### src/rtl/efla_pkg.sv
package efla_pkg;

	localparam int HEAP_BYTES  = 65536;
	localparam int CHUNK_BYTES = 4096;
	localparam int HEAP_IDX_W  = $clog2(HEAP_BYTES / 4);
	localparam int LIM_W       = 17;
	localparam int CHUNK_GROW  = ((CHUNK_BYTES / 4) + ((CHUNK_BYTES / 4) % 2)) * 4;
	localparam int WALK_LIMIT  = HEAP_BYTES / 16 + 2;
	localparam int WALK_W      = $clog2(WALK_LIMIT + 1);
	localparam int INIT_BRK    = 24;

	localparam logic [31:0] SIZE_MASK = 32'hFFFF_FFF8;
	localparam logic [31:0] OFS_M8    = 32'hFFFF_FFF8;
	localparam logic [31:0] OFS_M4    = 32'hFFFF_FFFC;
	localparam logic [31:0] OFS_P4    = 32'd4;
	localparam logic [31:0] SENTINEL  = 32'd8;
	localparam logic [31:0] HEAD_ADDR = 32'd12;
	localparam logic [31:0] MIN_BLOCK = 32'd16;
	localparam logic [31:0] ALLOC_BIT = 32'd1;

	localparam logic [1:0] CMD_ALLOC = 2'd0;
	localparam logic [1:0] CMD_FREE  = 2'd1;
	localparam logic [1:0] CMD_INIT  = 2'd2;
	localparam logic [1:0] CMD_NOP   = 2'd3;

	localparam logic [1:0] ST_OK       = 2'd0;
	localparam logic [1:0] ST_ZERO     = 2'd1;
	localparam logic [1:0] ST_NOMEM    = 2'd2;
	localparam logic [1:0] ST_NOT_INIT = 2'd3;

	typedef struct packed {
		logic [31:0] a;
		logic [31:0] b;
		logic [31:0] k;
		logic        sub;
	} alu_op_t;

	typedef struct packed {
		logic                  re;
		logic                  we;
		logic [HEAP_IDX_W-1:0] idx;
		logic [31:0]           wdata;
	} mem_req_t;

	typedef struct packed {
		logic        vld;
		logic [15:0] addr;
		logic [1:0]  status;
	} res_t;

endpackage

### src/rtl/efla_seq.sv
module efla_seq (
	input  logic                        clk,
	input  logic                        arst_n,
	input  logic                        start,
	input  logic [1:0]                  cmd,
	input  logic [15:0]                 req_size,
	input  logic [15:0]                 block_addr,
	input  logic [efla_pkg::LIM_W-1:0]  eff_lim,
	input  logic                        out_free,
	output logic                        idle,
	output efla_pkg::res_t              res,
	output efla_pkg::alu_op_t           op,
	input  logic [31:0]                 alu_y,
	output efla_pkg::mem_req_t          mem,
	input  logic [31:0]                 mem_rdata
);

	localparam logic [6:0] S_IDLE  = 7'd0,   S_CMD   = 7'd1,   S_DONE  = 7'd2;
	localparam logic [6:0] S_U0    = 7'd3,   S_U1    = 7'd4,   S_U2    = 7'd5;
	localparam logic [6:0] S_U3    = 7'd6,   S_U4    = 7'd7,   S_U5    = 7'd8;
	localparam logic [6:0] S_L0    = 7'd9,   S_L1    = 7'd10,  S_L2    = 7'd11;
	localparam logic [6:0] S_L3    = 7'd12,  S_L4    = 7'd13,  S_L5    = 7'd14;
	localparam logic [6:0] S_M0    = 7'd15,  S_M1    = 7'd16,  S_M2    = 7'd17;
	localparam logic [6:0] S_M3    = 7'd18,  S_M4    = 7'd19,  S_M5    = 7'd20;
	localparam logic [6:0] S_M6    = 7'd21,  S_M7    = 7'd22,  S_MLINK = 7'd23;
	localparam logic [6:0] S_MA0   = 7'd24,  S_MA1   = 7'd25,  S_MA2   = 7'd26;
	localparam logic [6:0] S_MA3   = 7'd27,  S_MA4   = 7'd28,  S_MA5   = 7'd29;
	localparam logic [6:0] S_MA6   = 7'd30,  S_MA7   = 7'd31;
	localparam logic [6:0] S_MB0   = 7'd32,  S_MB1   = 7'd33,  S_MB2   = 7'd34;
	localparam logic [6:0] S_MB3   = 7'd35,  S_MB4   = 7'd36,  S_MB5   = 7'd37;
	localparam logic [6:0] S_MB6   = 7'd38,  S_MB7   = 7'd39,  S_MB8   = 7'd40;
	localparam logic [6:0] S_MB9   = 7'd41,  S_MB10  = 7'd42,  S_MB11  = 7'd43;
	localparam logic [6:0] S_MB12  = 7'd44;
	localparam logic [6:0] S_MC0   = 7'd45,  S_MC1   = 7'd46,  S_MC2   = 7'd47;
	localparam logic [6:0] S_MC3   = 7'd48,  S_MC4   = 7'd49,  S_MC5   = 7'd50;
	localparam logic [6:0] S_MC6   = 7'd51,  S_MC7   = 7'd52,  S_MC8   = 7'd53;
	localparam logic [6:0] S_MC9   = 7'd54,  S_MC10  = 7'd55,  S_MC11  = 7'd56;
	localparam logic [6:0] S_MC12  = 7'd57,  S_MC13  = 7'd58,  S_MC14  = 7'd59;
	localparam logic [6:0] S_MC15  = 7'd60,  S_MC16  = 7'd61,  S_MC17  = 7'd62;
	localparam logic [6:0] S_MC18  = 7'd63,  S_MC19  = 7'd64,  S_MC20  = 7'd65;
	localparam logic [6:0] S_MC21  = 7'd66;
	localparam logic [6:0] S_E0    = 7'd67,  S_E1    = 7'd68,  S_E2    = 7'd69;
	localparam logic [6:0] S_E3    = 7'd70,  S_E4    = 7'd71,  S_E5    = 7'd72;
	localparam logic [6:0] S_P0    = 7'd73,  S_P1    = 7'd74,  S_P2    = 7'd75;
	localparam logic [6:0] S_P3    = 7'd76,  S_P4    = 7'd77,  S_P5    = 7'd78;
	localparam logic [6:0] S_P6    = 7'd79,  S_P7    = 7'd80,  S_P8    = 7'd81;
	localparam logic [6:0] S_P9    = 7'd82,  S_P10   = 7'd83;
	localparam logic [6:0] S_PN0   = 7'd84,  S_PN1   = 7'd85,  S_PN2   = 7'd86;
	localparam logic [6:0] S_F0    = 7'd87,  S_F1    = 7'd88,  S_F2    = 7'd89;
	localparam logic [6:0] S_F3    = 7'd90,  S_F4    = 7'd91,  S_NF    = 7'd92;
	localparam logic [6:0] S_X0    = 7'd93;
	localparam logic [6:0] S_I0    = 7'd94,  S_I1    = 7'd95,  S_I2    = 7'd96;
	localparam logic [6:0] S_I3    = 7'd97,  S_I4    = 7'd98,  S_I5    = 7'd99;
	localparam logic [6:0] S_I6    = 7'd100;
	localparam logic [6:0] S_R0    = 7'd101, S_R1    = 7'd102, S_R2    = 7'd103;
	localparam logic [6:0] S_R3    = 7'd104;

	logic [6:0]  state_q, state_d, ret_u_q, ret_m_q;
	logic [1:0]  cmd_q, st_q;
	logic [15:0] req_q, res_q;
	logic [31:0] addr_q, asz_q, g_q, bp_q, pv_q, nx_q, p_q, a_q, b_q;
	logic [31:0] sz_q, whole_q, rem_q, fp_q;
	logic [efla_pkg::WALK_W-1:0] n_q;
	logic        pa_q, na_q, rdy_q;
	logic [efla_pkg::LIM_W-1:0] brk_q;

	logic [31:0] rdm, lim32, g_nf, asz_d;
	logic        grow_fail, init_fail, split_ok;

	always_comb begin
		rdm       = mem_rdata & efla_pkg::SIZE_MASK;
		lim32     = {{(32 - efla_pkg::LIM_W){1'b0}}, eff_lim};
		g_nf      = (asz_q > 32'(efla_pkg::CHUNK_BYTES)) ? asz_q : 32'(efla_pkg::CHUNK_GROW);
		grow_fail = ({{(32 - efla_pkg::LIM_W){1'b0}}, brk_q} + g_nf) > lim32;
		init_fail = 32'(efla_pkg::INIT_BRK + efla_pkg::CHUNK_GROW) > lim32;
		split_ok  = (whole_q >= asz_q) && ((whole_q - asz_q) >= efla_pkg::MIN_BLOCK);
		asz_d     = (req_q <= 16'd8) ? efla_pkg::MIN_BLOCK
		          : (({16'd0, req_q} + 32'd15) & efla_pkg::SIZE_MASK);
	end

	// sequencer: drives the shared adder and the heap port
	always_comb begin
		state_d   = state_q;
		op        = '{a: '0, b: '0, k: '0, sub: 1'b0};
		mem.re    = 1'b0;
		mem.we    = 1'b0;
		mem.wdata = '0;
		unique case (state_q)
			S_IDLE: if (start) state_d = S_CMD;
			S_CMD: begin
				unique case (cmd_q)
					efla_pkg::CMD_INIT:  state_d = S_I0;
					efla_pkg::CMD_ALLOC: begin
						if (!rdy_q || req_q == 16'd0) state_d = S_DONE;
						else state_d = S_F0;
					end
					efla_pkg::CMD_FREE:  state_d = rdy_q ? S_R0 : S_DONE;
					efla_pkg::CMD_NOP:   state_d = S_DONE;
					default:             state_d = S_DONE;
				endcase
			end
			S_DONE: if (out_free) state_d = S_IDLE;
			// unlink p
			S_U0: begin op.a = p_q; mem.re = 1'b1; state_d = S_U1; end
			S_U1: begin op.a = p_q; op.k = efla_pkg::OFS_P4; mem.re = 1'b1; state_d = S_U2; end
			S_U2: begin
				op.a = a_q; op.k = efla_pkg::OFS_P4; mem.we = 1'b1; mem.wdata = mem_rdata;
				state_d = S_U3;
			end
			S_U3: begin op.a = p_q; op.k = efla_pkg::OFS_P4; mem.re = 1'b1; state_d = S_U4; end
			S_U4: begin op.a = p_q; mem.re = 1'b1; state_d = S_U5; end
			S_U5: begin op.a = b_q; mem.we = 1'b1; mem.wdata = mem_rdata; state_d = ret_u_q; end
			// push p at list head
			S_L0: begin op.k = efla_pkg::HEAD_ADDR; mem.re = 1'b1; state_d = S_L1; end
			S_L1: begin
				op.a = p_q; op.k = efla_pkg::OFS_P4; mem.we = 1'b1; mem.wdata = mem_rdata;
				state_d = S_L2;
			end
			S_L2: begin op.a = p_q; mem.we = 1'b1; mem.wdata = efla_pkg::SENTINEL; state_d = S_L3; end
			S_L3: begin op.k = efla_pkg::HEAD_ADDR; mem.re = 1'b1; state_d = S_L4; end
			S_L4: begin op.a = mem_rdata; mem.we = 1'b1; mem.wdata = p_q; state_d = S_L5; end
			S_L5: begin
				op.k = efla_pkg::HEAD_ADDR; mem.we = 1'b1; mem.wdata = p_q; state_d = ret_u_q;
			end
			// coalesce bp
			S_M0: begin op.a = bp_q; op.k = efla_pkg::OFS_M8; mem.re = 1'b1; state_d = S_M1; end
			S_M1: begin op.a = bp_q; op.b = rdm; op.sub = 1'b1; state_d = S_M2; end
			S_M2: begin op.a = pv_q; op.k = efla_pkg::OFS_M4; mem.re = 1'b1; state_d = S_M3; end
			S_M3: begin
				op.a = pv_q; op.b = rdm; op.k = efla_pkg::OFS_M8; mem.re = 1'b1; state_d = S_M4;
			end
			S_M4: begin op.a = bp_q; op.k = efla_pkg::OFS_M4; mem.re = 1'b1; state_d = S_M5; end
			S_M5: begin
				op.a = bp_q; op.b = rdm; op.k = efla_pkg::OFS_M4; mem.re = 1'b1; state_d = S_M6;
			end
			S_M6: begin op.a = bp_q; op.k = efla_pkg::OFS_M4; mem.re = 1'b1; state_d = S_M7; end
			S_M7: begin
				if (pa_q && !na_q) state_d = S_MA0;
				else if (!pa_q && na_q) state_d = S_MB0;
				else if (!pa_q && !na_q) state_d = S_MC0;
				else state_d = S_MLINK;
			end
			S_MLINK: state_d = S_L0;
			// next neighbour free
			S_MA0: begin op.a = bp_q; op.k = efla_pkg::OFS_M4; mem.re = 1'b1; state_d = S_MA1; end
			S_MA1: begin op.a = bp_q; op.b = rdm; state_d = S_U0; end
			S_MA2: begin op.a = bp_q; op.k = efla_pkg::OFS_M4; mem.re = 1'b1; state_d = S_MA3; end
			S_MA3: begin
				op.a = bp_q; op.b = rdm; op.k = efla_pkg::OFS_M4; mem.re = 1'b1; state_d = S_MA4;
			end
			S_MA4: begin op.a = sz_q; op.b = rdm; state_d = S_MA5; end
			S_MA5: begin
				op.a = bp_q; op.k = efla_pkg::OFS_M4; mem.we = 1'b1; mem.wdata = sz_q;
				state_d = S_MA6;
			end
			S_MA6: begin op.a = bp_q; op.k = efla_pkg::OFS_M4; mem.re = 1'b1; state_d = S_MA7; end
			S_MA7: begin
				op.a = bp_q; op.b = rdm; op.k = efla_pkg::OFS_M8; mem.we = 1'b1; mem.wdata = sz_q;
				state_d = S_MLINK;
			end
			// previous neighbour free
			S_MB0: begin op.a = bp_q; op.k = efla_pkg::OFS_M8; mem.re = 1'b1; state_d = S_MB1; end
			S_MB1: begin op.a = bp_q; op.b = rdm; op.sub = 1'b1; state_d = S_U0; end
			S_MB2: begin op.a = bp_q; op.k = efla_pkg::OFS_M8; mem.re = 1'b1; state_d = S_MB3; end
			S_MB3: begin op.a = bp_q; op.b = rdm; op.sub = 1'b1; state_d = S_MB4; end
			S_MB4: begin op.a = pv_q; op.k = efla_pkg::OFS_M4; mem.re = 1'b1; state_d = S_MB5; end
			S_MB5: begin op.a = sz_q; op.b = rdm; state_d = S_MB6; end
			S_MB6: begin op.a = bp_q; op.k = efla_pkg::OFS_M4; mem.re = 1'b1; state_d = S_MB7; end
			S_MB7: begin
				op.a = bp_q; op.b = rdm; op.k = efla_pkg::OFS_M8; mem.we = 1'b1; mem.wdata = sz_q;
				state_d = S_MB8;
			end
			S_MB8: begin op.a = bp_q; op.k = efla_pkg::OFS_M8; mem.re = 1'b1; state_d = S_MB9; end
			S_MB9: begin op.a = bp_q; op.b = rdm; op.sub = 1'b1; state_d = S_MB10; end
			S_MB10: begin
				op.a = pv_q; op.k = efla_pkg::OFS_M4; mem.we = 1'b1; mem.wdata = sz_q;
				state_d = S_MB11;
			end
			S_MB11: begin op.a = bp_q; op.k = efla_pkg::OFS_M8; mem.re = 1'b1; state_d = S_MB12; end
			S_MB12: begin op.a = bp_q; op.b = rdm; op.sub = 1'b1; state_d = S_MLINK; end
			// both neighbours free
			S_MC0: begin op.a = bp_q; op.k = efla_pkg::OFS_M8; mem.re = 1'b1; state_d = S_MC1; end
			S_MC1: begin op.a = bp_q; op.b = rdm; op.sub = 1'b1; state_d = S_U0; end
			S_MC2: begin op.a = bp_q; op.k = efla_pkg::OFS_M4; mem.re = 1'b1; state_d = S_MC3; end
			S_MC3: begin op.a = bp_q; op.b = rdm; state_d = S_U0; end
			S_MC4: begin op.a = bp_q; op.k = efla_pkg::OFS_M8; mem.re = 1'b1; state_d = S_MC5; end
			S_MC5: begin op.a = bp_q; op.b = rdm; op.sub = 1'b1; state_d = S_MC6; end
			S_MC6: begin op.a = pv_q; op.k = efla_pkg::OFS_M4; mem.re = 1'b1; state_d = S_MC7; end
			S_MC7: begin op.a = sz_q; op.b = rdm; state_d = S_MC8; end
			S_MC8: begin op.a = bp_q; op.k = efla_pkg::OFS_M4; mem.re = 1'b1; state_d = S_MC9; end
			S_MC9: begin op.a = bp_q; op.b = rdm; state_d = S_MC10; end
			S_MC10: begin op.a = nx_q; op.k = efla_pkg::OFS_M4; mem.re = 1'b1; state_d = S_MC11; end
			S_MC11: begin
				op.a = nx_q; op.b = rdm; op.k = efla_pkg::OFS_M8; mem.re = 1'b1; state_d = S_MC12;
			end
			S_MC12: begin op.a = sz_q; op.b = rdm; state_d = S_MC13; end
			S_MC13: begin op.a = bp_q; op.k = efla_pkg::OFS_M8; mem.re = 1'b1; state_d = S_MC14; end
			S_MC14: begin op.a = bp_q; op.b = rdm; op.sub = 1'b1; state_d = S_MC15; end
			S_MC15: begin
				op.a = pv_q; op.k = efla_pkg::OFS_M4; mem.we = 1'b1; mem.wdata = sz_q;
				state_d = S_MC16;
			end
			S_MC16: begin op.a = bp_q; op.k = efla_pkg::OFS_M4; mem.re = 1'b1; state_d = S_MC17; end
			S_MC17: begin op.a = bp_q; op.b = rdm; state_d = S_MC18; end
			S_MC18: begin op.a = nx_q; op.k = efla_pkg::OFS_M4; mem.re = 1'b1; state_d = S_MC19; end
			S_MC19: begin
				op.a = nx_q; op.b = rdm; op.k = efla_pkg::OFS_M8; mem.we = 1'b1; mem.wdata = sz_q;
				state_d = S_MC20;
			end
			S_MC20: begin op.a = bp_q; op.k = efla_pkg::OFS_M8; mem.re = 1'b1; state_d = S_MC21; end
			S_MC21: begin op.a = bp_q; op.b = rdm; op.sub = 1'b1; state_d = S_MLINK; end
			// grow heap by g at the break
			S_E0: begin op.a = {{(32 - efla_pkg::LIM_W){1'b0}}, brk_q}; op.b = g_q; state_d = S_E1; end
			S_E1: begin
				op.a = bp_q; op.k = efla_pkg::OFS_M4; mem.we = 1'b1; mem.wdata = g_q;
				state_d = S_E2;
			end
			S_E2: begin op.a = bp_q; op.k = efla_pkg::OFS_M4; mem.re = 1'b1; state_d = S_E3; end
			S_E3: begin
				op.a = bp_q; op.b = rdm; op.k = efla_pkg::OFS_M8; mem.we = 1'b1; mem.wdata = g_q;
				state_d = S_E4;
			end
			S_E4: begin op.a = bp_q; op.k = efla_pkg::OFS_M4; mem.re = 1'b1; state_d = S_E5; end
			S_E5: begin
				op.a = bp_q; op.b = rdm; op.k = efla_pkg::OFS_M4; mem.we = 1'b1;
				mem.wdata = efla_pkg::ALLOC_BIT; state_d = S_M0;
			end
			// place request in block fp
			S_P0: begin op.a = fp_q; op.k = efla_pkg::OFS_M4; mem.re = 1'b1; state_d = S_P1; end
			S_P1: state_d = S_U0;
			S_P2: state_d = split_ok ? S_P3 : S_PN0;
			S_P3: begin
				op.a = fp_q; op.k = efla_pkg::OFS_M4; mem.we = 1'b1;
				mem.wdata = asz_q | efla_pkg::ALLOC_BIT; state_d = S_P4;
			end
			S_P4: begin op.a = fp_q; op.k = efla_pkg::OFS_M4; mem.re = 1'b1; state_d = S_P5; end
			S_P5: begin
				op.a = fp_q; op.b = rdm; op.k = efla_pkg::OFS_M8; mem.we = 1'b1;
				mem.wdata = asz_q | efla_pkg::ALLOC_BIT; state_d = S_P6;
			end
			S_P6: begin op.a = fp_q; op.k = efla_pkg::OFS_M4; mem.re = 1'b1; state_d = S_P7; end
			S_P7: begin op.a = fp_q; op.b = rdm; state_d = S_P8; end
			S_P8: begin
				op.a = p_q; op.k = efla_pkg::OFS_M4; mem.we = 1'b1; mem.wdata = rem_q;
				state_d = S_P9;
			end
			S_P9: begin op.a = p_q; op.k = efla_pkg::OFS_M4; mem.re = 1'b1; state_d = S_P10; end
			S_P10: begin
				op.a = p_q; op.b = rdm; op.k = efla_pkg::OFS_M8; mem.we = 1'b1; mem.wdata = rem_q;
				state_d = S_L0;
			end
			S_PN0: begin
				op.a = fp_q; op.k = efla_pkg::OFS_M4; mem.we = 1'b1;
				mem.wdata = whole_q | efla_pkg::ALLOC_BIT; state_d = S_PN1;
			end
			S_PN1: begin op.a = fp_q; op.k = efla_pkg::OFS_M4; mem.re = 1'b1; state_d = S_PN2; end
			S_PN2: begin
				op.a = fp_q; op.b = rdm; op.k = efla_pkg::OFS_M8; mem.we = 1'b1;
				mem.wdata = whole_q | efla_pkg::ALLOC_BIT; state_d = S_DONE;
			end
			// first-fit walk
			S_F0: begin op.k = efla_pkg::HEAD_ADDR; mem.re = 1'b1; state_d = S_F1; end
			S_F1: state_d = S_F2;
			S_F2: begin
				if (n_q == efla_pkg::WALK_W'(efla_pkg::WALK_LIMIT)) begin
					state_d = S_NF;
				end else begin
					op.a = fp_q; op.k = efla_pkg::OFS_M4; mem.re = 1'b1; state_d = S_F3;
				end
			end
			S_F3: begin
				if (mem_rdata[0]) begin
					state_d = S_NF;
				end else if (asz_q <= rdm) begin
					state_d = S_P0;
				end else begin
					op.a = fp_q; op.k = efla_pkg::OFS_P4; mem.re = 1'b1; state_d = S_F4;
				end
			end
			S_F4: state_d = S_F2;
			S_NF: state_d = grow_fail ? S_DONE : S_E0;
			S_X0: state_d = S_P0;
			// initialise
			S_I0: begin
				if (init_fail) begin
					state_d = S_DONE;
				end else begin
					mem.we = 1'b1; state_d = S_I1;
				end
			end
			S_I1: begin
				op.k = 32'd4; mem.we = 1'b1; mem.wdata = efla_pkg::MIN_BLOCK | efla_pkg::ALLOC_BIT;
				state_d = S_I2;
			end
			S_I2: begin
				op.k = efla_pkg::SENTINEL; mem.we = 1'b1; mem.wdata = efla_pkg::SENTINEL;
				state_d = S_I3;
			end
			S_I3: begin
				op.k = efla_pkg::HEAD_ADDR; mem.we = 1'b1; mem.wdata = efla_pkg::SENTINEL;
				state_d = S_I4;
			end
			S_I4: begin
				op.k = efla_pkg::MIN_BLOCK; mem.we = 1'b1;
				mem.wdata = efla_pkg::MIN_BLOCK | efla_pkg::ALLOC_BIT; state_d = S_I5;
			end
			S_I5: begin
				op.k = 32'd20; mem.we = 1'b1; mem.wdata = efla_pkg::ALLOC_BIT; state_d = S_E0;
			end
			S_I6: state_d = S_DONE;
			// free: clear the allocated bit, then coalesce
			S_R0: begin op.a = addr_q; op.k = efla_pkg::OFS_M4; mem.re = 1'b1; state_d = S_R1; end
			S_R1: begin
				op.a = addr_q; op.k = efla_pkg::OFS_M4; mem.we = 1'b1; mem.wdata = rdm;
				state_d = S_R2;
			end
			S_R2: begin op.a = addr_q; op.k = efla_pkg::OFS_M4; mem.re = 1'b1; state_d = S_R3; end
			S_R3: begin
				op.a = addr_q; op.b = rdm; op.k = efla_pkg::OFS_M8; mem.we = 1'b1;
				mem.wdata = sz_q; state_d = S_M0;
			end
			default: state_d = S_IDLE;
		endcase
		mem.idx = alu_y[efla_pkg::HEAP_IDX_W+1:2];
	end

	always_ff @(posedge clk or negedge arst_n) begin
		if (!arst_n) begin
			state_q <= S_IDLE;
			ret_u_q <= S_IDLE;
			ret_m_q <= S_IDLE;
			brk_q   <= '0;
			rdy_q   <= 1'b0;
		end else begin
			state_q <= state_d;
			case (state_q)
				S_I0: if (init_fail) begin
					brk_q <= '0;
					rdy_q <= 1'b0;
				end
				S_I5: begin
					brk_q   <= efla_pkg::LIM_W'(efla_pkg::INIT_BRK);
					ret_m_q <= S_I6;
				end
				S_I6:    rdy_q   <= 1'b1;
				S_E0:    brk_q   <= alu_y[efla_pkg::LIM_W-1:0];
				S_NF:    ret_m_q <= S_X0;
				S_R3:    ret_m_q <= S_DONE;
				S_MA1:   ret_u_q <= S_MA2;
				S_MB1:   ret_u_q <= S_MB2;
				S_MC1:   ret_u_q <= S_MC2;
				S_MC3:   ret_u_q <= S_MC4;
				S_MLINK: ret_u_q <= ret_m_q;
				S_P1:    ret_u_q <= S_P2;
				S_P10:   ret_u_q <= S_DONE;
				default: ;
			endcase
		end
	end

	always_ff @(posedge clk) begin
		case (state_q)
			S_IDLE: if (start) begin
				cmd_q  <= cmd;
				req_q  <= req_size;
				addr_q <= {16'd0, block_addr};
				res_q  <= '0;
				st_q   <= efla_pkg::ST_OK;
			end
			S_CMD: begin
				asz_q <= asz_d;
				if ((cmd_q == efla_pkg::CMD_ALLOC || cmd_q == efla_pkg::CMD_FREE) && !rdy_q) begin
					st_q <= efla_pkg::ST_NOT_INIT;
				end else if (cmd_q == efla_pkg::CMD_ALLOC && req_q == 16'd0) begin
					st_q <= efla_pkg::ST_ZERO;
				end
			end
			S_U1:  a_q  <= mem_rdata;
			S_U4:  b_q  <= mem_rdata;
			S_M1, S_MB3, S_MB9, S_MC5, S_MC14: pv_q <= alu_y;
			S_M4:  pa_q <= mem_rdata[0];
			S_M6:  na_q <= mem_rdata[0];
			S_M7:  sz_q <= rdm;
			S_MLINK: p_q <= bp_q;
			S_MA1, S_MB1, S_MC1, S_MC3, S_P7: p_q <= alu_y;
			S_MA4, S_MB5, S_MC7, S_MC12: sz_q <= alu_y;
			S_MC9, S_MC17: nx_q <= alu_y;
			S_MB12, S_MC21: bp_q <= alu_y;
			S_E0:  bp_q <= {{(32 - efla_pkg::LIM_W){1'b0}}, brk_q};
			S_P1: begin
				whole_q <= rdm;
				p_q     <= fp_q;
			end
			S_P2: begin
				rem_q <= whole_q - asz_q;
				res_q <= fp_q[15:0];
			end
			S_F1: begin
				fp_q <= mem_rdata;
				n_q  <= '0;
			end
			S_F4: begin
				fp_q <= mem_rdata;
				n_q  <= n_q + 1'b1;
			end
			S_NF: begin
				if (grow_fail) st_q <= efla_pkg::ST_NOMEM;
				g_q <= g_nf;
			end
			S_X0:  fp_q <= bp_q;
			S_I0:  if (init_fail) st_q <= efla_pkg::ST_NOMEM;
			S_I5:  g_q  <= 32'(efla_pkg::CHUNK_GROW);
			S_R1:  sz_q <= rdm;
			S_R3:  bp_q <= addr_q;
			default: ;
		endcase
	end

	assign idle       = (state_q == S_IDLE);
	assign res.vld    = (state_q == S_DONE) && out_free;
	assign res.addr   = res_q;
	assign res.status = st_q;

endmodule

### config.mk
export PLATFORM = sky130hd
export DESIGN_NAME = efla_seq
export DESIGN_NICKNAME = d
export VERILOG_FILES = /design/src/rtl/efla_pkg.sv /design/src/rtl/efla_seq.sv
export SDC_FILE = /design/constraint.sdc
export NUM_CORES = 1
export LEC_CHECK = 0
export ABC_CLOCK_PERIOD_IN_PS = 6900
export BUFFER_PORTS_ARGS = -buffer_cell sky130_fd_sc_hd__buf_2
export CAP_MARGIN = 30
export CORE_MARGIN = 2
export CORE_UTILIZATION = 40
export CTS_CLUSTER_SIZE = 24
export DETAILED_ROUTE_END_ITERATION = 16
export HOLD_SLACK_MARGIN = 0.12
export REMOVE_ABC_BUFFERS = 1
export SLEW_MARGIN = 20
export SYNTH_ARGS = -nofsm -noshare
export SYNTH_HDL_FRONTEND = slang
export SYNTH_SLANG_ARGS = --single-unit
### constraint.sdc
create_clock -name clk -period 6.9 [get_ports clk]
set_input_delay 1.035 -clock clk [delete_from_list [all_inputs] [get_ports clk]]
set_output_delay 1.035 -clock clk [all_outputs]
set_load 0.01 [all_outputs]
# Word-level counts from Yosys, hierarchy flattened
# Index checks and enable logic that the tools add are counted.
dict set report word_totals {
  reg_bits 487
  wordCells 273
  in_bits 119
}
dict set report op_classes {
  magnitude_cmp 7
  reduce_logical 70
  n_eq_ne 113
  mux 53
  add_sub_neg 4
}
# op count
set ops {}
lappend ops {{$pmux W7 S94} 1}
lappend ops {{$pmux W32 S13} 1}
lappend ops {{$pmux W32 S11} 1}
lappend ops {{$pmux W32 S9} 1}
lappend ops {{$eq A7 B7 Y1 const B} 41}
lappend ops {{$pmux W32 S2} 4}
lappend ops {{$eq A7 B6 Y1 const B} 32}
lappend ops {{$pmux W32 S3} 2}
lappend ops {{$mux W32} 5}
lappend ops {{$eq A7 B5 Y1 const B} 16}
lappend ops {{$eq A7 B4 Y1 const B} 8}
lappend ops {{$mux W7} 8}
lappend ops {{$pmux W17 S3} 1}
lappend ops {{$pmux W7 S7} 1}
lappend ops {{$reduce_or A43 Y1} 1}
lappend ops {{$reduce_or A41 Y1} 1}
lappend ops {{$reduce_or A34 Y1} 1}
lappend ops {{$add A17 B32 Y32} 1}
lappend ops {{$ge A32 B32 Y1} 1}
lappend ops {{$ge A32 B5 Y1 const B} 1}
lappend ops {{$gt A32 B13 Y1 const B} 1}
lappend ops {{$gt A32 B17 Y1} 1}
lappend ops {{$le A32 B32 Y1} 1}
lappend ops {{$pmux W16 S2} 1}
lappend ops {{48 further kinds} 115}

# Depth between registers and ports, before layout
# Gate-level depths: netlist of run 1.
dict set report logic_depth {
  word_depth 6
  depth_mapped 22
  ltp_nobuf 21
}

# Worst setup path before layout of run 1
# Ideal clock, no wire load.
dict set report synth_timing {
  path_type {flip-flop to flip-flop}
  startpoint {register asz_q[3]}
  endpoint {register st_q[0] (enable)}
  n_path_buf 1
  arrival_ns 4.320
  synth_period_minus_slack_ns 4.568
  path_slack_ns 2.332
  stages_incl_launch_ff 22
  setup_ns 0.248
  required_time_ns 6.652
  cell_sequence {edfxtp_1 -> nor4_1 -> a41o_1 -> clkbuf_1 -> a21oi_1 -> ha_1 -> fa_1 -> a21o_1 -> a21oi_1 -> o21ai_0 -> a2111o_1 -> nand2_1 -> o21ai_0 -> o21a_1 -> nor2_1 -> xnor2_1 -> ha_1 -> a211oi_1 -> o21ai_0 -> o21ai_0 -> nand3_1 -> and3_1}
}
dict set report synth_between {
  elab_chain_cells 6
}
# element line
set synth_rtl {}
lappend synth_rtl {{start: declaration} efla_seq.sv:61} ;# logic [31:0] addr_q, asz_q, g_q, bp_q, pv_q, nx_q, p_q, a_q, b_q;
lappend synth_rtl {{start signal: assignment} efla_seq.sv:371} ;# asz_q <= asz_d;
lappend synth_rtl {{$gt A32 B13 Y1} efla_seq.sv:73} ;# g_nf = (asz_q > 32'(efla_pkg::CHUNK_BYTES)) ? asz_q : 32'(efla_pkg::CHUNK_GROW);
lappend synth_rtl {{$mux W32 *} efla_seq.sv:73}
lappend synth_rtl {{via g_nf[3]} efla_seq.sv:67} ;# logic [31:0] rdm, lim32, g_nf, asz_d;
lappend synth_rtl {{$add A17 B32 Y32 *} efla_seq.sv:74} ;# grow_fail = ({{(32 - efla_pkg::LIM_W){1'b0}}, brk_q} + g_nf) > lim32;
lappend synth_rtl {{$gt A32 B17 Y1 *} efla_seq.sv:74}
lappend synth_rtl {{$ne A2 B2 Y1 (no line) *} -}
lappend synth_rtl {{$reduce_and A5 Y1 (no line) *} -}
lappend synth_rtl {{end signal: assignment} efla_seq.sv:368} ;# st_q <= efla_pkg::ST_OK;
lappend synth_rtl {{end signal: assignment} efla_seq.sv:373} ;# st_q <= efla_pkg::ST_NOT_INIT;
lappend synth_rtl {{end signal: assignment} efla_seq.sv:375} ;# st_q <= efla_pkg::ST_ZERO;
lappend synth_rtl {{end: declaration} efla_seq.sv:59} ;# logic [1:0] cmd_q, st_q;
# Mark *: on every way through the listed nets, which the timed path passes. The rest lies on a longest branch.
# A chain may end at the register's enable or synchronous reset.

==> results of run 1 <==
## area by class of cell
| type | instances | area (um2) | area share [%] |
|---|---|---|---|
| Antenna cell | 1 | 2.50 | 0.00858 |
| Clock buffer | 61 | 1320 | 4.54 |
| Clock inverter | 31 | 347 | 1.19 |
| Inverter | 74 | 278 | 0.953 |
| Multi-Input combinational cell | 1625 | 10700 | 36.6 |
| Sequential cell | 445 | 13200 | 45.2 |
| Tap cell | 837 | 1050 | 3.59 |
| Timing Repair Buffer | 387 | 2310 | 7.91 |
## flip-flops by register name (all words and copies together), names as in the netlist, 17 cells and up
register	flops
a_q	32
b_q	32
bp_q	32
fp_q	32
nx_q	32
p_q	32
pv_q	32
sz_q	32
rem_q	29
whole_q	29
brk_q	17
## routing by layer
metal	routed length, um	vias up	GRT usage [%]
met2	50600	1591	53.4
met5	12	-	0
li1	-	9479	-
met1	46700	11100	48.7
met3	11600	298	6.18
met4	5660	2	15.6
## path summary, 6_finish.rpt
| path | start | endpoint | slack (ps) | depth (start not counted) |
|---|---|---|---|---|
| max reg2reg | asz_q[3] | st_q[1] | 1480 | 20 |
| min | ret_m_q[5] | ret_u_q[5] | 510 | 2 |
| max in group asynchronous | arst_n | state_q[5] | 5830 | 2 |
| min in group asynchronous | arst_n | brk_q[7] | 550 | 2 |
| max | state_q[1] | op[65] | 700 | 11 |
| min reg2reg | ret_m_q[5] | ret_u_q[5] | 510 | 2 |
## critical path: stages (launching register included)
cell,delay [ps]
sky130_fd_sc_hd__dfrtp_2,820
sky130_fd_sc_hd__nand2b_1,400
sky130_fd_sc_hd__nor2_1,520
sky130_fd_sc_hd__nand4_1,320
sky130_fd_sc_hd__a2111oi_0,470
sky130_fd_sc_hd__o21ai_1,160
sky130_fd_sc_hd__a41oi_1,290
sky130_fd_sc_hd__a32oi_1,290
sky130_fd_sc_hd__o311ai_4,390
sky130_fd_sc_hd__buf_4,490
sky130_fd_sc_hd__a221o_1,220
sky130_fd_sc_hd__buf_2,140
## kinds of logic (layout without fill, tap and decap cells)
logic type,count (synthesis),in the layout,synth area share (%)
multiplexers,37,37,1.66
AO/OA/AOI/OAI,637,637,19.1
other,1,6,0.0151
buffers and inverters,279,553,5.19
XOR/XNOR,57,57,2.01
adder cells (fa/ha/maj),67,67,3.43
AND/OR/NAND/NOR,822,822,15.6
flip-flops,445,445,53.0
## stage by stage
| stage | power [mW] | util, % | std cells |
|---|---|---|---|
| 3_3_place_gp | 8.81 | 44.5 | 3363 |
| 4_1_cts | 11.6 | 47.3 | 3459 |
| 5_1_grt | 12.1 | 47.3 | 3461 |
| 3_5_place_dp | 8.81 | 44.6 | 3367 |
| 2_1_floorplan | 6.27 | - | 2144 |
| 6_report | 11.7 | 47.3 | 3461 |
## power groups by stage
stage	Sequential, mW	Combinational (mW)	Clock (mW)
floorplan	3.65	2.62	0
CTS	3.67	5.11	2.79
finish	3.69	5.22	2.78
global placement	3.73	5.09	0
global route	3.71	5.48	2.88
detailed placement	3.72	5.09	0
## layout by cell type (no fill, tap or decap), types with 9 or more instances in the layout
cell | netlist | final
sky130_fd_sc_hd__or4_1 | 10 | 10
sky130_fd_sc_hd__nand3_1 | 72 | 71
sky130_fd_sc_hd__nor2_1 | 143 | 130
sky130_fd_sc_hd__clkbuf_16 | 0 | 50
sky130_fd_sc_hd__nand2_1 | 339 | 338
sky130_fd_sc_hd__edfxtp_1 | 409 | 409
sky130_fd_sc_hd__or2_2 | 9 | 9
sky130_fd_sc_hd__a21oi_1 | 90 | 87
sky130_fd_sc_hd__o21ai_0 | 92 | 91
sky130_fd_sc_hd__buf_4 | 47 | 99
sky130_fd_sc_hd__a31oi_1 | 13 | 12
sky130_fd_sc_hd__nor2b_1 | 18 | 17
sky130_fd_sc_hd__xor2_1 | 30 | 30
sky130_fd_sc_hd__clkinv_1 | 2 | 10
sky130_fd_sc_hd__a22o_1 | 33 | 33
sky130_fd_sc_hd__nor4_1 | 27 | 27
sky130_fd_sc_hd__a211oi_1 | 13 | 13
sky130_fd_sc_hd__nand2b_1 | 18 | 17
sky130_fd_sc_hd__dfrtp_1 | 36 | 33
sky130_fd_sc_hd__a21o_1 | 10 | 9
sky130_fd_sc_hd__a221o_1 | 83 | 83
sky130_fd_sc_hd__xnor2_1 | 27 | 27
sky130_fd_sc_hd__nand4_1 | 39 | 39
sky130_fd_sc_hd__ha_1 | 65 | 65
sky130_fd_sc_hd__a222oi_1 | 42 | 42
sky130_fd_sc_hd__inv_1 | 72 | 72
sky130_fd_sc_hd__o22ai_1 | 25 | 23
sky130_fd_sc_hd__o21a_1 | 13 | 13
sky130_fd_sc_hd__mux2_2 | 34 | 34
sky130_fd_sc_hd__and3_1 | 38 | 37
sky130_fd_sc_hd__a22oi_1 | 120 | 120
sky130_fd_sc_hd__buf_2 | 0 | 278
sky130_fd_sc_hd__nor3_1 | 32 | 29
sky130_fd_sc_hd__and2_1 | 42 | 42
==> flow_results.xml, run 1 <==
<?xml version="1.0" encoding="UTF-8"?>
<metrics>
  <group name="timing">
    <metric name="layout_worst_path_cycle_share" unit="%">89.9</metric>
    <metric name="grt_setup_unrepaired" unit="">no</metric>
    <metric name="fin_crit" unit="ps">6200</metric>
    <metric name="tightest_slew" unit="ps">1060</metric>
    <metric name="hold_ws" unit="ps">511</metric>
    <metric name="final_hold_viol_count" unit="">0</metric>
    <metric name="finalSetupTns" unit="ps">0</metric>
    <metric name="worst_slew_margin_relative_to_its_limit" unit="%">29.1</metric>
    <metric name="fmax" unit="GHz">0.161</metric>
    <metric name="final_max_slew_viol_count" unit="">0</metric>
    <metric name="timing.final.ws_setup" unit="ps">697</metric>
    <metric name="setup_viol_count_final" unit="">0</metric>
    <metric name="post_route_clock_skew" unit="ps">20.5</metric>
  </group>
  <group name="worst_setup_path">
    <metric name="startpoint_type" unit="">flip-flop</metric>
    <metric name="cp_max_fo" unit="">29</metric>
    <metric name="classification_of_the_worst_setup_path" unit="">reg -&gt; out</metric>
    <metric name="worst_ep_arrival_time" unit="ps">5170</metric>
    <metric name="end_kind" unit="">output pin</metric>
    <metric name="worst_ep_required_time" unit="ps">5860</metric>
  </group>
  <group name="cts">
    <metric name="numClockSinks" unit="">445</metric>
    <metric name="cts_repair_resize_count" unit="">0</metric>
    <metric name="postCtsHoldBufs" unit="">0</metric>
    <metric name="worstSkewPairLatency" unit="ps">610</metric>
    <metric name="path_clk_slew" unit="ps">80</metric>
    <metric name="cts_tree" unit="">done</metric>
    <metric name="cts-htree-levels" unit="">2</metric>
    <metric name="cts_root_buf" unit="">sky130_fd_sc_hd__clkbuf_16</metric>
    <metric name="clk_path_buf_depth" unit="">3</metric>
    <metric name="post_cts_buffers" unit="">0</metric>
    <metric name="tritoncts.num_buffers" unit="">49</metric>
  </group>
  <group name="synth">
    <metric name="yosysWarningCount" unit="">0</metric>
    <metric name="synthTopCellsByCount" unit="">sky130_fd_sc_hd__edfxtp_1 (409), sky130_fd_sc_hd__nand2_1 (339), sky130_fd_sc_hd__nor2_1 (143), sky130_fd_sc_hd__clkbuf_1 (134), sky130_fd_sc_hd__a22oi_1 (120)</metric>
    <metric name="post_synth_main_area_contributors" unit="">sky130_fd_sc_hd__edfxtp_1 (49%), sky130_fd_sc_hd__nand2_1 (5.1%), sky130_fd_sc_hd__a22oi_1 (3.6%)</metric>
    <metric name="synth.ff_latch_count" unit="">445</metric>
    <metric name="synth_area_leader_cell" unit="">sky130_fd_sc_hd__edfxtp_1</metric>
    <metric name="fraction_of_registers_with_async_set_reset" unit="%">8.09</metric>
    <metric name="synth_top_area_share" unit="%">49.4</metric>
    <metric name="postSynth.topFlopCell" unit="">sky130_fd_sc_hd__edfxtp_1</metric>
    <metric name="synth_cell_types" unit="">87</metric>
    <metric name="yosys.cell_count.top_type" unit="">sky130_fd_sc_hd__edfxtp_1</metric>
    <metric name="synth_area" unit="mm2">0.0249</metric>
    <metric name="syn-mean-instance-area" unit="um2">10.6</metric>
    <metric name="synth-edff-count" unit="">409</metric>
    <metric name="synth_sequential_area_ratio" unit="%">53.0</metric>
    <metric name="postSynthCellCount" unit="">2345</metric>
  </group>
  <group name="placed_design">
    <metric name="port-buffer-count" unit="">278</metric>
    <metric name="routabilityCongestion" unit="">1.05</metric>
    <metric name="dp_hpwl" unit="um">81500</metric>
    <metric name="placed_standard_cell_area" unit="mm2">0.0275</metric>
    <metric name="dp_worst_setup_slack" unit="ps">1120</metric>
  </group>
  <group name="pwr">
    <metric name="worst_ir_drop_on_vdd" unit="uV">263</metric>
    <metric name="power_density" unit="mW/mm2">401</metric>
    <metric name="seq_power_share" unit="%">31.5</metric>
    <metric name="pwr-share-clk" unit="%">23.8</metric>
    <metric name="switching_share" unit="%">42.3</metric>
    <metric name="p_int" unit="mW">6.74</metric>
    <metric name="power_leakage" unit="nW">11.4</metric>
    <metric name="combPwrFrac" unit="%">44.7</metric>
    <metric name="p_sw" unit="mW">4.94</metric>
  </group>
  <group name="detailed_routing">
    <metric name="postRouteAntennaNets" unit="">0</metric>
    <metric name="detailedRoute.firstIterationViolations" unit="">3292</metric>
    <metric name="viasPerCell" unit="">6.49</metric>
    <metric name="per_cell_routed_wire_length" unit="um">33.1</metric>
    <metric name="route.vias.total" unit="">22500</metric>
    <metric name="detail_route.drc_violations" unit="">0</metric>
    <metric name="firstDrtPassIters" unit="">7</metric>
    <metric name="postRouteWirelength" unit="um">115000</metric>
  </group>
  <group name="grt">
    <metric name="largest_net_degree_at_the_start_of_global_routing" unit="">47</metric>
    <metric name="grt_pass1_wl" unit="um">160000</metric>
    <metric name="grt_antenna_before_repair" unit="">3</metric>
    <metric name="first_global_vias" unit="">21400</metric>
    <metric name="groute.usage.overall" unit="%">35.0</metric>
    <metric name="gr-total-overflow" unit="">0</metric>
  </group>
  <group name="floorplanning">
    <metric name="io_pins" unit="">284</metric>
    <metric name="die_area" unit="mm2">0.0642</metric>
    <metric name="fp.dieH" unit="um">253</metric>
    <metric name="placementRows" unit="">91</metric>
    <metric name="fp.dieW" unit="um">253</metric>
    <metric name="floorplan.initialDensity" unit="%">40.4</metric>
    <metric name="fp.coreArea" unit="mm2">0.0616</metric>
  </group>
  <group name="final_layout">
    <metric name="final_net_count" unit="">2768</metric>
    <metric name="drive_above_1_share" unit="%">21.2</metric>
    <metric name="synthToLayoutAreaGrowth" unit="%">17.2</metric>
    <metric name="fillerInstances" unit="">5730</metric>
    <metric name="fin_area" unit="mm2">0.0292</metric>
  </group>
  <group name="run">
    <metric name="max_cap_viol_count" unit="">0</metric>
  </group>
  <group name="outcome">
    <metric name="status" unit="">finished, final reports clean</metric>
  </group>
  <group name="worst_hold_path">
    <metric name="hp-class" unit="">reg -&gt; reg</metric>
  </group>
</metrics>
Power figures use the tool's default switching activity.
==> inputs of run 2 (changes only) <==
--- a/config.mk
+++ b/config.mk
@@ -13,7 +13,6 @@
 export CTS_CLUSTER_SIZE = 24
 export DETAILED_ROUTE_END_ITERATION = 16
 export HOLD_SLACK_MARGIN = 0.12
-export REMOVE_ABC_BUFFERS = 1
 export SLEW_MARGIN = 20
 export SYNTH_ARGS = -nofsm -noshare
 export SYNTH_HDL_FRONTEND = slang
==> run 2 against run 1 <==
  * Cell area shrank 0.82%
  * Die area is the same
  * Global-route usage grew 0.084 points
  * Register-to-register slack gained 150 ps
  * Via count grew 0.78%
  * Critical path depth grew 1
  * Critical endpoint is now op[92]
  * Largest cell class unchanged
==> flow_results.xml, run 2 (synthesized netlist as in run 1, its figures left out) <==
<?xml version="1.0" encoding="UTF-8"?>
<metrics>
  <group name="placed_design">
    <metric name="place.detailed.instances" unit="">3354</metric>
    <metric name="port-buffer-count" unit="">278</metric>
    <metric name="dp_hpwl" unit="um">82900</metric>
    <metric name="routabilityCongestion" unit="">1.01</metric>
  </group>
  <group name="final_layout">
    <metric name="multiInputGateArea" unit="mm2">0.0106</metric>
    <metric name="drive_above_1_share" unit="%">20.4</metric>
    <metric name="most-common-layout-cells" unit="">sky130_fd_sc_hd__edfxtp_1 (409), sky130_fd_sc_hd__nand2_1 (339), sky130_fd_sc_hd__buf_2 (277), sky130_fd_sc_hd__nor2_1 (131), sky130_fd_sc_hd__a22oi_1 (120)</metric>
    <metric name="final-seq-area" unit="mm2">0.0132</metric>
    <metric name="synthToLayoutAreaGrowth" unit="%">16.2</metric>
    <metric name="fillerInstances" unit="">5729</metric>
    <metric name="layout.cells.most_common" unit="">sky130_fd_sc_hd__edfxtp_1</metric>
    <metric name="final_net_count" unit="">2755</metric>
    <metric name="finalNonFillerCells" unit="">3448</metric>
  </group>
  <group name="worst_setup_path">
    <metric name="critPathSlowestCell" unit="">sky130_fd_sc_hd__dfrtp_1</metric>
    <metric name="worst_ep_arrival_time" unit="ps">5160</metric>
    <metric name="startpoint_type" unit="">flip-flop</metric>
    <metric name="worst_ep_required_time" unit="ps">5860</metric>
    <metric name="classification_of_the_worst_setup_path" unit="">reg -&gt; out</metric>
    <metric name="crit_path_max_incr_delay" unit="ps">780</metric>
    <metric name="end_kind" unit="">output pin</metric>
    <metric name="crit_chain" unit="">nand2b_1 &gt; nor2_1 &gt; nand4_1 &gt; a2111oi_0 &gt; o21ai_1 &gt; a41oi_1 &gt; a32oi_1 &gt; o311ai_4 &gt; buf_6 &gt; buf_4 &gt; a221o_1 &gt; buf_2</metric>
    <metric name="cp_max_fo" unit="">18</metric>
  </group>
  <group name="run">
    <metric name="max_cap_viol_count" unit="">0</metric>
  </group>
  <group name="cts">
    <metric name="path_clk_slew" unit="ps">70</metric>
    <metric name="cts_tree" unit="">done</metric>
    <metric name="tritoncts.num_buffers" unit="">49</metric>
    <metric name="cts-htree-levels" unit="">2</metric>
    <metric name="worstSkewPairLatency" unit="ps">620</metric>
    <metric name="postCtsHoldBufs" unit="">0</metric>
    <metric name="cts_root_buf" unit="">sky130_fd_sc_hd__clkbuf_16</metric>
    <metric name="numClockSinks" unit="">445</metric>
    <metric name="post_cts_buffers" unit="">0</metric>
    <metric name="cts_repair_resize_count" unit="">0</metric>
    <metric name="clk_path_buf_depth" unit="">3</metric>
  </group>
  <group name="floorplanning">
    <metric name="floorplan.initialDensity" unit="%">40.4</metric>
    <metric name="fp.dieH" unit="um">253</metric>
    <metric name="placementRows" unit="">91</metric>
    <metric name="fp.dieW" unit="um">253</metric>
    <metric name="fp.coreArea" unit="mm2">0.0616</metric>
    <metric name="io_pins" unit="">284</metric>
    <metric name="die_area" unit="mm2">0.0642</metric>
  </group>
  <group name="grt">
    <metric name="gr-total-overflow" unit="">0</metric>
    <metric name="largest_net_degree_at_the_start_of_global_routing" unit="">48</metric>
    <metric name="first_global_vias" unit="">21400</metric>
    <metric name="grt_antenna_before_repair" unit="">8</metric>
    <metric name="groute.usage.overall" unit="%">35.1</metric>
    <metric name="grt_pass1_wl" unit="um">160000</metric>
  </group>
  <group name="detailed_routing">
    <metric name="postRouteAntennaNets" unit="">0</metric>
    <metric name="route.vias.total" unit="">22700</metric>
    <metric name="firstDrtPassIters" unit="">6</metric>
    <metric name="detailedRoute.firstIterationViolations" unit="">3851</metric>
    <metric name="postRouteWirelength" unit="um">115000</metric>
    <metric name="detail_route.drc_violations" unit="">0</metric>
    <metric name="viasPerCell" unit="">6.57</metric>
    <metric name="per_cell_routed_wire_length" unit="um">33.4</metric>
  </group>
  <group name="worst_hold_path">
    <metric name="hp-class" unit="">in -&gt; async</metric>
  </group>
  <group name="timing">
    <metric name="tightest_slew" unit="ps">1040</metric>
    <metric name="worst_slew_margin_relative_to_its_limit" unit="%">30.5</metric>
    <metric name="final_max_slew_viol_count" unit="">0</metric>
    <metric name="finalSetupTns" unit="ps">0</metric>
    <metric name="setup_viol_count_final" unit="">0</metric>
    <metric name="final_hold_viol_count" unit="">0</metric>
    <metric name="post_route_clock_skew" unit="ps">16.0</metric>
    <metric name="layout_worst_path_cycle_share" unit="%">89.8</metric>
    <metric name="hold_ws" unit="ps">418</metric>
    <metric name="fmax" unit="GHz">0.161</metric>
    <metric name="fin_crit" unit="ps">6200</metric>
    <metric name="grt_setup_unrepaired" unit="">no</metric>
  </group>
  <group name="pwr">
    <metric name="power_density" unit="mW/mm2">400</metric>
    <metric name="worst_ir_drop_on_vdd" unit="uV">231</metric>
    <metric name="power_leakage" unit="nW">11.2</metric>
  </group>
  <group name="outcome">
    <metric name="status" unit="">finished, final reports clean</metric>
  </group>
</metrics>
==> run 2: area by class of cell <==
type,instances,share of cell area [%]
timing repair buffer,374,7.43
antenna,2,0.0173
clock buffer,59,4.48
inverter,74,0.960
multi-input combinational,1625,36.7
tap,837,3.62
sequential,445,45.6
clock inverter,32,1.25
==> run 2: path summary, 6_finish.rpt <==
check	from	to	slack (ps)	cells past startpoint
max	state_q[3]	op[92]	700	12
min	arst_n	brk_q[12]	420	1
max reg2reg	asz_q[3]	st_q[1]	1630	20
min reg2reg	brk_q[0]	brk_q[0]	500	1
max in group asynchronous	arst_n	state_q[1]	6050	1
min in group clk	brk_q[0]	brk_q[0]	500	1
==> run 2: where the power goes <==
part	switching (mW)	internal [mW]
Combinational	3.35	1.74
Clock	1.18	1.60
Sequential	0.344	3.35
==> run 2: routing by layer <==
layer	up-vias	GRT usage, %	part of all wire, %
li1	9445	-	-
met1	11200	47.4	39
met2	1727	51.8	43
met3	313	9.34	12
met4	8	17.6	5.7
met5	-	1.08	0.12
==> run 2: per-stage QoR <==
| step | setup slack [ps] | util [%] | power, mW | instance area (um2) |
|---|---|---|---|---|
| finish | 701 | 46.9 | 11.6 | 28900 |
| detailed placement | 1370 | 44.2 | 8.66 | 27200 |
| global route | 621 | 46.9 | 11.9 | 28900 |
| global placement | 1350 | 44.1 | 8.65 | 27200 |
| CTS | 830 | 46.9 | 11.4 | 28900 |
| floorplan | 2330 | - | 6.63 | 24900 |
==> run 2: worst max-delay path: cells and delay by family (launching register included) <==
kind,cells,cell delay [ps]
flops,1,780
buf+inv,3,690
compound gates,6,1820
simple gates,3,1220
==> inputs of run 3 (changes only) <==
--- a/config.mk
+++ b/config.mk
@@ -13,6 +13,8 @@
 export CTS_CLUSTER_SIZE = 24
 export DETAILED_ROUTE_END_ITERATION = 16
 export HOLD_SLACK_MARGIN = 0.12
+export PLACE_DENSITY = 0.63
+export REMOVE_ABC_BUFFERS = 1
 export SLEW_MARGIN = 20
 export SYNTH_ARGS = -nofsm -noshare
 export SYNTH_HDL_FRONTEND = slang
==> run 3 against run 2 <==
  * Clock power increased by 5%
  * Core utilization grew 0.32 points
  * Total power grew 1.5%
  * Count of clock-buffer cells in the layout up 16
  * Die area did not move
  * Clock skew up 2.0 ps
  * Combinational power up 1%
  * Cell count up 0.12%
  * Setup slack better by 210 ps
  * Wire length is 3.4% lower
  * Critical path type unchanged
  * Largest power group unchanged
==> flow_results.xml, run 3 (synthesized netlist as in run 1, its figures left out) <==
<?xml version="1.0" encoding="UTF-8"?>
<metrics>
  <group name="worst_setup_path">
    <metric name="classification_of_the_worst_setup_path" unit="">reg -&gt; out</metric>
    <metric name="register_to_register_path_setup_slack" unit="ps">1700</metric>
    <metric name="end_kind" unit="">output pin</metric>
    <metric name="timing.rr.end" unit="">st_q[1]</metric>
    <metric name="worstRegToRegCells" unit="">20</metric>
    <metric name="worst_ep_required_time" unit="ps">5860</metric>
    <metric name="cp_max_fo" unit="">32</metric>
    <metric name="reg2reg_from" unit="">asz_q[11]</metric>
    <metric name="worst_ep_arrival_time" unit="ps">4960</metric>
    <metric name="startpoint_type" unit="">flip-flop</metric>
  </group>
  <group name="final_layout">
    <metric name="final_net_count" unit="">2755</metric>
    <metric name="multiInputGateArea" unit="mm2">0.0106</metric>
    <metric name="fillerInstances" unit="">5675</metric>
    <metric name="drive_above_1_share" unit="%">20.8</metric>
    <metric name="most-common-layout-cells" unit="">sky130_fd_sc_hd__edfxtp_1 (409), sky130_fd_sc_hd__nand2_1 (338), sky130_fd_sc_hd__buf_2 (278), sky130_fd_sc_hd__nor2_1 (130), sky130_fd_sc_hd__a22oi_1 (120)</metric>
    <metric name="final-seq-area" unit="mm2">0.0132</metric>
    <metric name="layout.cells.most_common" unit="">sky130_fd_sc_hd__edfxtp_1</metric>
    <metric name="utilization" unit="%">47.3</metric>
    <metric name="synthToLayoutAreaGrowth" unit="%">17.0</metric>
  </group>
  <group name="grt">
    <metric name="grt_antenna_before_repair" unit="">8</metric>
    <metric name="largest_net_degree_at_the_start_of_global_routing" unit="">47</metric>
    <metric name="first_global_vias" unit="">21800</metric>
    <metric name="groute.usage.overall" unit="%">33.8</metric>
    <metric name="grt_pass1_wl" unit="um">156000</metric>
    <metric name="gr-total-overflow" unit="">0</metric>
  </group>
  <group name="floorplanning">
    <metric name="floorplan.initialDensity" unit="%">40.4</metric>
    <metric name="fp.coreArea" unit="mm2">0.0616</metric>
    <metric name="io_pins" unit="">284</metric>
    <metric name="fp.dieW" unit="um">253</metric>
    <metric name="die_area" unit="mm2">0.0642</metric>
    <metric name="placementRows" unit="">91</metric>
    <metric name="fp.dieH" unit="um">253</metric>
  </group>
  <group name="cts">
    <metric name="path_clk_slew" unit="ps">70</metric>
    <metric name="clk_path_buf_depth" unit="">3</metric>
    <metric name="cts-htree-levels" unit="">2</metric>
    <metric name="cts_tree" unit="">done</metric>
    <metric name="postCtsHoldBufs" unit="">0</metric>
    <metric name="worstSkewPairLatency" unit="ps">620</metric>
    <metric name="cts_root_buf" unit="">sky130_fd_sc_hd__clkbuf_16</metric>
    <metric name="numClockSinks" unit="">445</metric>
    <metric name="post_cts_buffers" unit="">0</metric>
    <metric name="cts_repair_resize_count" unit="">0</metric>
    <metric name="tritoncts.num_buffers" unit="">50</metric>
  </group>
  <group name="timing">
    <metric name="fmax" unit="GHz">0.167</metric>
    <metric name="layout_worst_path_cycle_share" unit="%">86.8</metric>
    <metric name="timing.final.ws_setup" unit="ps">909</metric>
    <metric name="final_max_slew_viol_count" unit="">0</metric>
    <metric name="worst_slew_margin_relative_to_its_limit" unit="%">29.6</metric>
    <metric name="tightest_slew" unit="ps">1050</metric>
    <metric name="final_hold_viol_count" unit="">0</metric>
    <metric name="post_route_clock_skew" unit="ps">18.0</metric>
    <metric name="setup_viol_count_final" unit="">0</metric>
    <metric name="fin_crit" unit="ps">5990</metric>
    <metric name="grt_setup_unrepaired" unit="">no</metric>
  </group>
  <group name="detailed_routing">
    <metric name="postRouteWirelength" unit="um">111000</metric>
    <metric name="postRouteAntennaNets" unit="">0</metric>
    <metric name="viasPerCell" unit="">6.56</metric>
    <metric name="detailedRoute.firstIterationViolations" unit="">3102</metric>
    <metric name="route.vias.total" unit="">22700</metric>
    <metric name="detail_route.drc_violations" unit="">0</metric>
    <metric name="per_cell_routed_wire_length" unit="um">32.2</metric>
    <metric name="firstDrtPassIters" unit="">10</metric>
  </group>
  <group name="worst_hold_path">
    <metric name="min_from" unit="">brk_q[0]</metric>
    <metric name="hold-path-endpoint" unit="">brk_q[0]</metric>
    <metric name="hp-class" unit="">reg -&gt; reg</metric>
    <metric name="worst_hold_path.num_cells" unit="">1</metric>
  </group>
  <group name="pwr">
    <metric name="power_density" unit="mW/mm2">403</metric>
    <metric name="power_leakage" unit="nW">11.3</metric>
    <metric name="worst_ir_drop_on_vdd" unit="uV">235</metric>
  </group>
  <group name="placed_design">
    <metric name="port-buffer-count" unit="">278</metric>
    <metric name="dp_worst_setup_slack" unit="ps">1250</metric>
    <metric name="routabilityCongestion" unit="">1.04</metric>
    <metric name="dp_hpwl" unit="um">78200</metric>
  </group>
  <group name="run">
    <metric name="max_cap_viol_count" unit="">0</metric>
  </group>
  <group name="outcome">
    <metric name="status" unit="">finished, final reports clean</metric>
  </group>
</metrics>
==> run 3: changes by cell type in the layout (fill, tap and decap cells not counted), moves of 3 or more <==
| cell | before | now |
|---|---|---|
| sky130_fd_sc_hd__clkinv_2 | 6 | 3 |
| sky130_fd_sc_hd__clkbuf_1 | 8 | 16 |
| sky130_fd_sc_hd__clkbuf_8 | 1 | 8 |
| sky130_fd_sc_hd__clkinv_1 | 15 | 4 |
| sky130_fd_sc_hd__buf_4 | 91 | 88 |
| sky130_fd_sc_hd__buf_12 | 1 | 5 |
| sky130_fd_sc_hd__buf_6 | 4 | 1 |
==> run 3: through the flow <==
stage | cell area [um2] | std cells | hold WS [ps] | setup TNS (ps) | power [mW]
final | 29100 | 3452 | 507 | 0 | 11.7
after global routing | 29100 | 3450 | 535 | 0 | 12.1
after CTS | 29100 | 3446 | 511 | 0 | 11.6
after detailed placement | 27300 | 3352 | 490 | 0 | 8.70
after global placement | 27200 | 3349 | 491 | 0 | 8.68
after floorplan | 23900 | 2144 | 458 | -11500 | 6.27
==> run 3: metal layers <==
metal / GRT usage, % / share of wire (%)
met1: 46.4 / 40
met2: 52.1 / 45
met3: 6.38 / 10
met4: 14.8 / 4.6
met5: 0 / 0.049
==> run 3: power breakdown <==
part / leakage, nW / switching, mW / internal [mW] / total [mW]
logic: 6.30 / 3.38 / 1.77 / 5.15
clock network: 0.860 / 1.17 / 1.76 / 2.92
registers: 4.16 / 0.309 / 3.35 / 3.66
==> run 3: worst max-delay path by stage <==
stage	startpoint	to	slack, ps	cells after the start
after floorplan	state_q[6]	p_q[0]	-360	5
after global placement	mem_rdata[4]	op[76]	1250	14
after detailed placement	mem_rdata[13]	op[68]	1250	13
after CTS	state_q[0]	op[76]	1000	12
after global routing	state_q[0]	op[76]	910	12
final	state_q[0]	op[76]	910	12
==> run 3: critical path: stages (launching register included) <==
cell and delay [ps]:
sky130_fd_sc_hd__dfrtp_1 420, sky130_fd_sc_hd__buf_4 260, sky130_fd_sc_hd__nand2b_1 370, sky130_fd_sc_hd__nor2_1 710, sky130_fd_sc_hd__nand4_1 370, sky130_fd_sc_hd__a2111oi_0 370, sky130_fd_sc_hd__o21ai_1 130, sky130_fd_sc_hd__a41oi_1 310
sky130_fd_sc_hd__a32oi_1 290, sky130_fd_sc_hd__o311ai_4 330, sky130_fd_sc_hd__buf_4 400, sky130_fd_sc_hd__a221o_1 210, sky130_fd_sc_hd__buf_2 130
==> run 3: cell type report <==
| class | instances | area share [%] |
|---|---|---|
| antenna | 4 | 0.0344 |
| clock buffer | 75 | 4.97 |
| clock inverter | 19 | 1.12 |
| inverter | 74 | 0.954 |
| multi-input combinational | 1625 | 36.5 |
| sequential | 445 | 45.3 |
| tap | 837 | 3.60 |
| timing repair buffer | 373 | 7.52 |
